## config.mk

```make
export PLATFORM = sky130hd
export DESIGN_NAME = ota_image_fetch_protocol
export DESIGN_NICKNAME = d
export VERILOG_FILES = /design/src/rtl/otaif_pkg.sv /design/src/rtl/ota_image_fetch_protocol.sv
export SDC_FILE = /design/constraint.sdc
export NUM_CORES = 1
export LEC_CHECK = 0
export ABC_AREA = 1
export BUFFER_PORTS_ARGS = -buffer_cell sky130_fd_sc_hd__buf_2
export CELL_PAD_IN_SITES_DETAIL_PLACEMENT = 1
export CELL_PAD_IN_SITES_GLOBAL_PLACEMENT = 2
export CORE_ASPECT_RATIO = 0.75
export CORE_MARGIN = 2
export CORE_UTILIZATION = 33
export CTS_CLUSTER_DIAMETER = 30
export DETAILED_ROUTE_END_ITERATION = 10
export GPL_ROUTABILITY_DRIVEN = 0
export GPL_TIMING_DRIVEN = 0
export PLACE_DENSITY_LB_ADDON = 0.1
export SLEW_MARGIN = 15
export SYNTH_ARGS = -nofsm -noshare
export SYNTH_HDL_FRONTEND = slang
export SYNTH_SLANG_ARGS = --single-unit
```

## constraint.sdc

```tcl
create_clock -name clk -period 8.4 [get_ports clk]
set_input_delay 1.26 -clock clk [delete_from_list [all_inputs] [get_ports clk]]
set_output_delay 1.26 -clock clk [all_outputs]
set_load 0.01 [all_outputs]
```

## src/rtl/otaif_pkg.sv

```systemverilog
// ----------------------------------------------------------------------------
// otaif_pkg
// Shared types and constants for the OTA image fetch receiver.
// ----------------------------------------------------------------------------
package otaif_pkg;

  localparam int unsigned CHUNK_BYTES = 64;
  localparam int unsigned BANK_SPAN   = 12288;
  localparam int unsigned RETRY_LIMIT = 5;

  localparam int unsigned OFF_W   = 16;
  localparam int unsigned CLEN_W  = 7;
  localparam int unsigned RETRY_W = 3;
  localparam int unsigned IN_W    = 128;
  localparam int unsigned OUT_W   = 112;

  // stream tuser codes
  typedef enum logic [1:0] {
    CMD_ADVERT   = 2'd0,
    CMD_RESPONSE = 2'd1,
    CMD_TICK     = 2'd2,
    CMD_NONE     = 2'd3
  } cmd_t;

  typedef enum logic [2:0] {
    MODE_IDLE  = 3'b001,
    MODE_BANK0 = 3'b010,
    MODE_BANK1 = 3'b100
  } mode_t;

  // register indexes on the APB port (byte address = 4 * index)
  typedef enum logic [1:0] {
    REG_ARCH         = 2'd0,
    REG_BASE         = 2'd1,
    REG_VERSION_LOW  = 2'd2,
    REG_VERSION_HIGH = 2'd3
  } reg_idx_t;

  // input word, last field in the lowest bits
  typedef struct packed {
    logic [31:0] sender_mac_low;
    logic [31:0] sender_mac_high;
    logic [15:0] pkt_length;
    logic [15:0] pkt_offset;
    logic [7:0]  pkt_version_high;
    logic [7:0]  pkt_version_low;
    logic [7:0]  pkt_base;
    logic [7:0]  pkt_arch;
  } pkt_t;

  // result word, last field in the lowest bits
  typedef struct packed {
    logic [2:0]  pad;
    logic        target_bank;
    logic [6:0]  chunk_length;
    logic        transfer_done;
    logic        accepted;
    logic        stop_timer;
    logic        start_timer;
    logic [31:0] dest_mac_low;
    logic [31:0] dest_mac_high;
    logic [15:0] req_offset;
    logic [7:0]  req_version_high;
    logic [7:0]  req_version_low;
    logic        send_request;
  } result_t;

endpackage

```

## src/rtl/ota_image_fetch_protocol.sv

```systemverilog
// ----------------------------------------------------------------------------
// ota_image_fetch_protocol
// Receive side of a chunked over-the-air image fetch.
// ----------------------------------------------------------------------------
// Usage:
//   Slave stream (s_*) carries one packet or timer tick per word; tuser holds
//   the kind (advertisement, chunk response, retry tick). Master stream (m_*)
//   returns exactly one result word per input word: request/timer flags, the
//   fetch version, next offset, peer MAC, chunk length and target bank.
//   The APB port writes and reads the arch, code base and running version.
//   Throughput: one word per cycle. All state is updated at the accept edge
//   by one pass of compares and a 17-bit add; the result is registered into
//   the output register, or into the skid register while a result waits.
//   A one-word skid register sits behind the output register, so a word is
//   still taken while a result waits; once both hold data s_tready drops
//   until the receiver takes one. Results are never dropped or reordered.
//   Reset sets the fetch mode idle, clears the other fetch state and registers
//   to zero and empties both output stages; the block is idle and ready on the first cycle after.
// ----------------------------------------------------------------------------
module ota_image_fetch_protocol
  import otaif_pkg::*;
(
  input  logic              clk,
  input  logic              rst,
  // APB
  input  logic              psel,
  input  logic              penable,
  input  logic              pwrite,
  input  logic [3:0]        paddr,
  input  logic [31:0]       pwdata,
  output logic [31:0]       prdata,
  output logic              pready,
  // input stream
  input  logic              s_tvalid,
  output logic              s_tready,
  // arch, base, version_low, version_high, offset, length,
  // mac_high, mac_low
  input  logic [IN_W-1:0]   s_tdata,
  input  logic [1:0]        s_tuser,  // cmd
  // result stream
  output logic              m_tvalid,
  input  logic              m_tready,
  // send_request, req_version_low, req_version_high, req_offset,
  // dest_mac_high, dest_mac_low, start_timer, stop_timer, accepted,
  // transfer_done, chunk_length, target_bank, zero pad
  output logic [OUT_W-1:0]  m_tdata
);

  logic [7:0] own_arch, running_base, running_version_low, running_version_high;

  mode_t              fetch_mode, fetch_mode_next;
  logic [RETRY_W-1:0] retries_left, retries_left_next;
  logic [OFF_W-1:0]   next_offset, next_offset_next;
  logic [7:0]         fetch_version_low, fetch_version_low_next;
  logic [7:0]         fetch_version_high, fetch_version_high_next;
  logic [63:0]        peer_mac, peer_mac_next;
  logic               bank_choice, bank_choice_next;

  result_t res, out_q, skid_q;
  logic    skid_valid;
  logic    in_fire, out_fire, cfg_wr;
  pkt_t    pkt;
  cmd_t    cmd;

  logic             match, newer_run, newer_fetch, resp_ok;
  logic [OFF_W:0]   sum;
  logic [OFF_W-1:0] span_len;
  logic [CLEN_W-1:0] clen;

  // ---------------- configuration ----------------
  assign pready = 1'b1;
  assign cfg_wr = psel && penable && pwrite;

  always_ff @(posedge clk) begin
    if (rst) begin
      own_arch             <= '0;
      running_base         <= '0;
      running_version_low  <= '0;
      running_version_high <= '0;
    end else if (cfg_wr) begin
      unique case (reg_idx_t'(paddr[3:2]))
        REG_ARCH:         own_arch             <= pwdata[7:0];
        REG_BASE:         running_base         <= pwdata[7:0];
        REG_VERSION_LOW:  running_version_low  <= pwdata[7:0];
        REG_VERSION_HIGH: running_version_high <= pwdata[7:0];
        default: ;
      endcase
    end
  end

  always_comb begin
    unique case (reg_idx_t'(paddr[3:2]))
      REG_ARCH:         prdata = {24'd0, own_arch};
      REG_BASE:         prdata = {24'd0, running_base};
      REG_VERSION_LOW:  prdata = {24'd0, running_version_low};
      REG_VERSION_HIGH: prdata = {24'd0, running_version_high};
      default:          prdata = '0;
    endcase
  end

  // ---------------- per-item logic ----------------
  assign pkt      = pkt_t'(s_tdata);
  assign cmd      = cmd_t'(s_tuser);
  assign s_tready = !skid_valid;
  assign in_fire  = s_tvalid && s_tready;
  assign out_fire = m_tvalid && m_tready;

  assign match       = (pkt.pkt_arch == own_arch) && (pkt.pkt_base == running_base);
  assign newer_run   = {pkt.pkt_version_high, pkt.pkt_version_low} >
                       {running_version_high, running_version_low};
  assign newer_fetch = {pkt.pkt_version_high, pkt.pkt_version_low} >
                       {fetch_version_high, fetch_version_low};
  assign resp_ok     = match && (fetch_mode != MODE_IDLE) &&
                       (pkt.pkt_version_low == fetch_version_low) &&
                       (pkt.pkt_version_high == fetch_version_high) &&
                       (pkt.pkt_offset == next_offset) &&
                       (pkt.pkt_offset < OFF_W'(BANK_SPAN));

  // full sum kept for the completion test
  assign sum      = {1'b0, pkt.pkt_offset} + (OFF_W+1)'(CHUNK_BYTES);
  assign span_len = (pkt.pkt_length > pkt.pkt_offset) ?
                    pkt.pkt_length - pkt.pkt_offset : '0;
  assign clen     = (span_len > OFF_W'(CHUNK_BYTES)) ? CLEN_W'(CHUNK_BYTES)
                                                     : span_len[CLEN_W-1:0];

  always_comb begin
    fetch_mode_next         = fetch_mode;
    retries_left_next       = retries_left;
    next_offset_next        = next_offset;
    fetch_version_low_next  = fetch_version_low;
    fetch_version_high_next = fetch_version_high;
    peer_mac_next           = peer_mac;
    bank_choice_next        = bank_choice;
    res                     = '0;

    unique case (cmd)
      CMD_ADVERT: begin
        if (match && newer_run && newer_fetch) begin
          fetch_version_low_next  = pkt.pkt_version_low;
          fetch_version_high_next = pkt.pkt_version_high;
          peer_mac_next           = {pkt.sender_mac_high, pkt.sender_mac_low};
          next_offset_next        = '0;
          bank_choice_next        = running_version_low[0];
          fetch_mode_next         = running_version_low[0] ? MODE_BANK1 : MODE_BANK0;
          retries_left_next       = RETRY_W'(RETRY_LIMIT);
          res.stop_timer          = 1'b1;
          res.send_request        = 1'b1;
          res.start_timer         = 1'b1;
          res.accepted            = 1'b1;
        end
      end
      CMD_RESPONSE: begin
        if (resp_ok) begin
          res.chunk_length = clen;
          res.stop_timer   = 1'b1;
          next_offset_next = sum[OFF_W-1:0];
          if (sum >= {1'b0, pkt.pkt_length}) begin
            res.transfer_done = 1'b1;
          end else begin
            retries_left_next = RETRY_W'(RETRY_LIMIT);
            res.send_request  = 1'b1;
            res.start_timer   = 1'b1;
          end
        end
      end
      CMD_TICK: begin
        if (retries_left == '0) begin
          fetch_mode_next         = MODE_IDLE;
          fetch_version_low_next  = '0;
          fetch_version_high_next = '0;
        end else begin
          retries_left_next = retries_left - RETRY_W'(1);
          if (fetch_mode != MODE_IDLE) begin
            res.send_request = 1'b1;
            res.start_timer  = 1'b1;
          end
        end
      end
      CMD_NONE: ;
      default: ;
    endcase

    res.req_version_low  = fetch_version_low_next;
    res.req_version_high = fetch_version_high_next;
    res.req_offset       = next_offset_next;
    res.dest_mac_high    = peer_mac_next[63:32];
    res.dest_mac_low     = peer_mac_next[31:0];
    res.target_bank      = bank_choice_next;
  end

  always_ff @(posedge clk) begin
    if (rst) begin
      fetch_mode         <= MODE_IDLE;
      retries_left       <= '0;
      next_offset        <= '0;
      fetch_version_low  <= '0;
      fetch_version_high <= '0;
      peer_mac           <= '0;
      bank_choice        <= 1'b0;
    end else if (in_fire) begin
      fetch_mode         <= fetch_mode_next;
      retries_left       <= retries_left_next;
      next_offset        <= next_offset_next;
      fetch_version_low  <= fetch_version_low_next;
      fetch_version_high <= fetch_version_high_next;
      peer_mac           <= peer_mac_next;
      bank_choice        <= bank_choice_next;
    end
  end

  // ---------------- output register and skid ----------------
  always_ff @(posedge clk) begin
    if (rst) begin
      m_tvalid   <= 1'b0;
      skid_valid <= 1'b0;
    end else if (skid_valid) begin
      if (out_fire) begin
        skid_valid <= 1'b0;
      end
    end else if (in_fire) begin
      if (!m_tvalid || out_fire) begin
        m_tvalid <= 1'b1;
      end else begin
        skid_valid <= 1'b1;
      end
    end else if (out_fire) begin
      m_tvalid <= 1'b0;
    end
  end

  always_ff @(posedge clk) begin
    if (skid_valid) begin
      if (out_fire) begin
        out_q <= skid_q;
      end
    end else if (in_fire) begin
      if (!m_tvalid || out_fire) begin
        out_q <= res;
      end else begin
        skid_q <= res;
      end
    end
  end

  assign m_tdata = OUT_W'(out_q);

endmodule

```

# Word level (Yosys, flattened, before mapping)
# Cells that the tools add are included.
# totals
regBits	358
inputBits	173
output_inout_bits	147
elab_cells	149
# classes
addsub	3
order_cmp	6
eq_ne	18
mux	50
bitwise	2
n_reduce_logical	32
# op_table
op	n
112-bit two-way mux	4
64-bit two-way mux	2
32-bit case mux with 4 select lines	1
16-bit > comparator	3
16-bit two-way mux	3
8-bit two-way mux	6
8-bit == test	4
16-bit case mux with 2 select lines	1
8-bit case mux with 2 select lines	2
3-bit two-way mux	8
16-bit by 7-bit adder with 17-bit output, second input constant	1
17-bit by 16-bit >= comparator with 1-bit output	1
16-bit == test	1
16-bit by 7-bit > comparator with 1-bit output, second input constant	1
16-bit by 14-bit < comparator with 1-bit output, second input constant	1
1-bit two-way mux	16
16-bit subtractor	1
1-bit logical AND	12
2-bit != test, second input constant	5
3-bit case mux with 3 select lines	1
3-bit AND reduction	3
2-bit AND reduction	4
2-bit nonzero test	4
7-bit two-way mux	1
17 further kinds	25

# Logic depth before layout (Yosys ltp)
# depth
depth_word	12
mapped_depth	19
mapped_depth_nobuf	19

# Worst setup path after synthesis
# OpenSTA, ideal clock, no wires.
# synth_timing
kind	in2reg
from	in s_tvalid
to	reg out_q, in the netlist m_tdata[100] (enable)
setup_ns	0.576
t_arrival_ns	6.443
required_time_ns	7.824
setup_slack_ns	1.381
cell_stages	6
n_path_buf	2
path_cell_list	nand2_1 -> clkbuf_1 -> inv_1 -> clkbuf_1 -> a21oi_1 -> nor2_1
# synth_via
elab_chain_len	3
# synth_rtl
element	line	source
start: declaration	ota_image_fetch_protocol.sv:34	input logic s_tvalid,
1-bit logical AND	ota_image_fetch_protocol.sv:105	assign in_fire = s_tvalid && s_tready;
2-bit nonzero test (no source line)	n/a	
3-bit AND reduction (no source line)	n/a	
end signal: assignment	ota_image_fetch_protocol.sv:234	out_q <= skid_q;
end signal: assignment	ota_image_fetch_protocol.sv:238	out_q <= res;
end: declaration	ota_image_fetch_protocol.sv:59	result_t res, out_q, skid_q;
# No other way between the ends.
# A chain may end at the register's enable or synchronous reset.

# Worst setup path after layout
# layout_timing
from	in s_tvalid
to	reg skid_q[90] (netlist bit) (enable)
# layout_via
elab_chain_len	2
# layout_rtl
element	line	source
1-bit logical AND	ota_image_fetch_protocol.sv:105	
3-bit AND reduction (no source line)	n/a	
end signal: assignment	ota_image_fetch_protocol.sv:240	skid_q <= res;
end: declaration	ota_image_fetch_protocol.sv:59	
# No other way between the ends.

==> flow_results.org <==
** Run status
- The run finished with clean final reports.

** Cells and area
- Layout net count :: 2,802
- The library cell used most frequently in the layout, excluding fill and tap cells, is sky130_fd_sc_hd__nand2_1.
- The post-route netlist has 18.3% of its cells at a drive strength greater than 1.
- At the end of the flow the core is filled with cells to 43.2%.
- Relative to the synthesized area, the layout overhead comes to 30.2%.
- Most frequent cells in the layout :: sky130_fd_sc_hd__nand2_1, sky130_fd_sc_hd__nor2_1, sky130_fd_sc_hd__buf_2
- Post-Layout Cell Count :: 3,352
- Once layout is done, the placed cells without fillers occupy 23,400 um2.

** Drt
- For this block, the routed nets add up to 61.1 mm of wire.
- Routed length per placed instance :: 18.2 um
- Via density per instance :: 4.81
- Post-detailed-route count of antenna-violating nets :: 0
- Final routed DRC violation total :: 0
- Via count of the routed design :: 16.1k
- The first detailed-routing pass ran for 5 iterations.
- The first routing iteration left 823 violations.

** Power and ir drop
- Summed over all cells, the static leakage comes to 11.2 nW.
- IR analysis of the VDD net gives a maximum drop of 0.137 mV.
- Power spread over the standard cell area amounts to 259 nW/um2.

** Clocking
- After clock tree synthesis, the flow added hold-fix buffers numbering 0.
- Number of buffers added by the clock tree synthesis step :: 82
- H-Tree Level Count :: 3
- Clock tree from TritonCTS :: yes
- At the later pin of the worst-skew pair, clock insertion delay measures 0.60 ns.
- Post-CTS Resized :: 0
- Counting along the longest clock path gives a buffer depth of 3.
- The root buffer cell chosen for the clock tree is sky130_fd_sc_hd__clkbuf_16.
- Worst-path clk slew :: 0.04 ns
- Number of sinks on the clock net :: 353
- In this run the post-CTS setup repair buffer count came out at 0.

** Worst setup path
- Data arrives at the worst endpoint at 4.13 ns.
- CP Capture Type :: flip-flop
- Critical Path Slowest Stage Cell :: sky130_fd_sc_hd__clkbuf_1
- Source of the worst register-to-register timing path :: skid_valid
- Origin of the worst setup path :: s_tvalid
- The setup path with the least slack is of type in2reg.
- Across all register-to-register paths, the minimum setup slack is 4.60 ns.
- The worst setup path is launched from an input port.
- Largest stage delay on the critical path :: 0.59 ns
- In this design, the largest share of critical-path delay is due to buffers and inverters.
- Count of buffer and inverter cells on the critical path :: 7
- Max Fanout on Critical Path :: 71
- Cell Chain, Critical Path :: buf_2 > nand2_1 > clkbuf_1 > inv_1 > clkbuf_1 > buf_2 > nand2_1 > inv_6 > buf_16
- STA puts the critical path data required time at 8.64 ns.

** Synth
- Synth top area cells :: sky130_fd_sc_hd__edfxtp_1, sky130_fd_sc_hd__dfxtp_1, sky130_fd_sc_hd__nand2_1, sky130_fd_sc_hd__nor2_1, sky130_fd_sc_hd__inv_1
- After synthesis, the mean cell area works out to 8.24 um2.
- In this run, synthesis inferred 216 flip-flops with an integrated enable.
- Cell count after synthesis :: 2,181
- The share of synthesized area in the top cell type comes to 36.1%.
- Among all flip-flop cells after synthesis, the most frequent one is sky130_fd_sc_hd__edfxtp_1.
- Post-synth cell types :: 41
- The largest total area in the synthesized netlist belongs to sky130_fd_sc_hd__edfxtp_1.
- For this run, the number of Yosys warnings is 0.
- Count of state elements after synthesis :: 353
- Post-Synthesis Cell Area :: 18,000 um2
- For this run, the register share of the synthesized area comes to 51.4%.
- Counting flops with an async set or reset pin after synthesis yields a share of 0%.

** Timing
- In the finished design, the share of the clock period the worst path needs comes to 46.4%.
- Fin Clk Skew :: 0.0172 ns
- Clock period minus worst slack :: 3.89 ns
- Setup TNS Final :: 0 ns
- Timing would allow up to 257 MHz.
- Relative slew slack :: 42.9%
- Final hold violation count :: 0
- Max-slew violations :: 0
- Slew @ Worst Pin :: 0.857 ns
- Setup repair after global routing left no endpoint under its margin.
- Setup violations remaining at the end of the flow were counted as 0.

** Global route
- Number of global-route vias before repair :: 16.7k
- After global routing the overflow that remains totals 0.
- GRT Resource Usage Total :: 21.7%
- The first global-routing pass estimated 93.6 mm of wire.
- The number of antenna violations at the first check in global routing is 3.
- Entering global routing, the biggest net connects 72 pins.

** Floorplan
- The core region is 54,200 um2.
- In this run the vertical extent of the chip is 206 um.
- Die Outline Area :: 56,400 um2
- Effective utilization at floorplan :: 33.2%
- Measured along the x axis, the die boundary spans 273 um.
- Standard-cell row count :: 74
- Top-level I/O count :: 320

** Placed design
- Once placement finished, the instance area stood at 20,400 um2.
- Count of input and output buffers :: 265
- # placed instances :: 3,199
- Half-perimeter wire length after placement :: 46.2 mm

** Min path
- The worst hold path belongs to the class reg2reg.
- In this run the most critical hold path is launched from fetch_mode[2].

** Flow run
- Max-Cap Viols :: 0
## worst min-delay path, stage by stage (launching register included)
cell and delay (ns):
sky130_fd_sc_hd__dfxtp_1 0.30, sky130_fd_sc_hd__nand2_1 0.06, sky130_fd_sc_hd__a21oi_1 0.06
## flip-flops by register name, summed over array words and instances (netlist names), 8 cells and up
| register | count |
|---|---|
| fetch_version_low | 8 |
| peer_mac | 64 |
| running_version_high | 8 |
| own_arch | 8 |
| running_base | 8 |
| skid_q | 108 |
| next_offset | 16 |
| m_tdata | 108 |
| fetch_version_high | 8 |
| running_version_low | 8 |
## final timing paths
kind,end,depth (start not counted)
max,skid_q[90],9
min,fetch_mode[2],2
max reg2reg,skid_q[90],10
min reg2reg,fetch_mode[2],2
## synth_stat cells, types with 2 or more instances
library cell / instances
sky130_fd_sc_hd__nand3_1: 76
sky130_fd_sc_hd__nor3_1: 7
sky130_fd_sc_hd__dfxtp_1: 137
sky130_fd_sc_hd__o211ai_1: 19
sky130_fd_sc_hd__nor2_1: 351
sky130_fd_sc_hd__conb_1: 2
sky130_fd_sc_hd__nand3b_1: 6
sky130_fd_sc_hd__o21ai_2: 6
sky130_fd_sc_hd__or2_2: 2
sky130_fd_sc_hd__and2_1: 2
sky130_fd_sc_hd__clkbuf_1: 49
sky130_fd_sc_hd__o2111ai_1: 8
sky130_fd_sc_hd__buf_6: 13
sky130_fd_sc_hd__inv_1: 273
sky130_fd_sc_hd__clkinv_1: 2
sky130_fd_sc_hd__ha_1: 67
sky130_fd_sc_hd__a31oi_1: 78
sky130_fd_sc_hd__o21bai_1: 2
sky130_fd_sc_hd__inv_2: 3
sky130_fd_sc_hd__xnor2_1: 12
sky130_fd_sc_hd__xor2_1: 19
sky130_fd_sc_hd__nand2_1: 508
sky130_fd_sc_hd__o21ai_1: 60
sky130_fd_sc_hd__a21oi_1: 92
sky130_fd_sc_hd__nand3_2: 2
sky130_fd_sc_hd__buf_4: 29
sky130_fd_sc_hd__buf_1: 6
sky130_fd_sc_hd__o21ai_0: 81
sky130_fd_sc_hd__edfxtp_1: 216
sky130_fd_sc_hd__a211oi_1: 2
sky130_fd_sc_hd__o21a_1: 5
sky130_fd_sc_hd__buf_2: 17
sky130_fd_sc_hd__nand4_1: 21
## metal layers
metal | vias up | GRT usage, % | wire length, um
met4 | 0 | 6.25 | 1140
met1 | 7830 | 29.6 | 29200
li1 | 7926 | - | -
met3 | 81 | 4.17 | 2490
met2 | 282 | 34.9 | 28200
met5 | - | 0 | 0
## cells by family after synthesis
group / share of synthesized area [%]
other: 0.0418
xor gates and xnor gates: 1.51
buffers and inverters: 9.45
and+or+nand+nor: 21.7
adders and majority gates: 4.78
DFF: 51.4
AOI/OAI and AO/OA: 11.2
## power breakdown
part	leakage [nW]	internal (mW)	switching, mW
clock	1.44	2.39	1.02
sequential	3.21	1.96	0.0449
combinational	6.57	0.224	0.414
total	11.2	4.58	1.48
## area by class of cell
| type | count | area, um2 |
|---|---|---|
| diodes | 1 | 2.50 |
| inverters | 278 | 1050 |
| well taps | 722 | 903 |
| clock buffers | 104 | 2270 |
| fillers | 6465 | 30800 |
| clock inverters | 48 | 694 |
| flip-flops and latches | 353 | 9230 |
| multi-input cells | 1462 | 7150 |
| repair buffers | 270 | 1450 |
| plain buffers | 114 | 656 |
## metrics by stage
step           hold slack (ns)  setup WS [ns]  power, mW
6_report                 0.463           4.51       6.06
5_1_grt                  0.486           4.29       6.30
4_1_cts                  0.465           4.43       6.13
3_5_place_dp             0.458           3.78       2.68
3_3_place_gp             0.450          -2.47       2.67
2_1_floorplan            0.440           1.38       2.42
(Power assumes the default switching activity.)
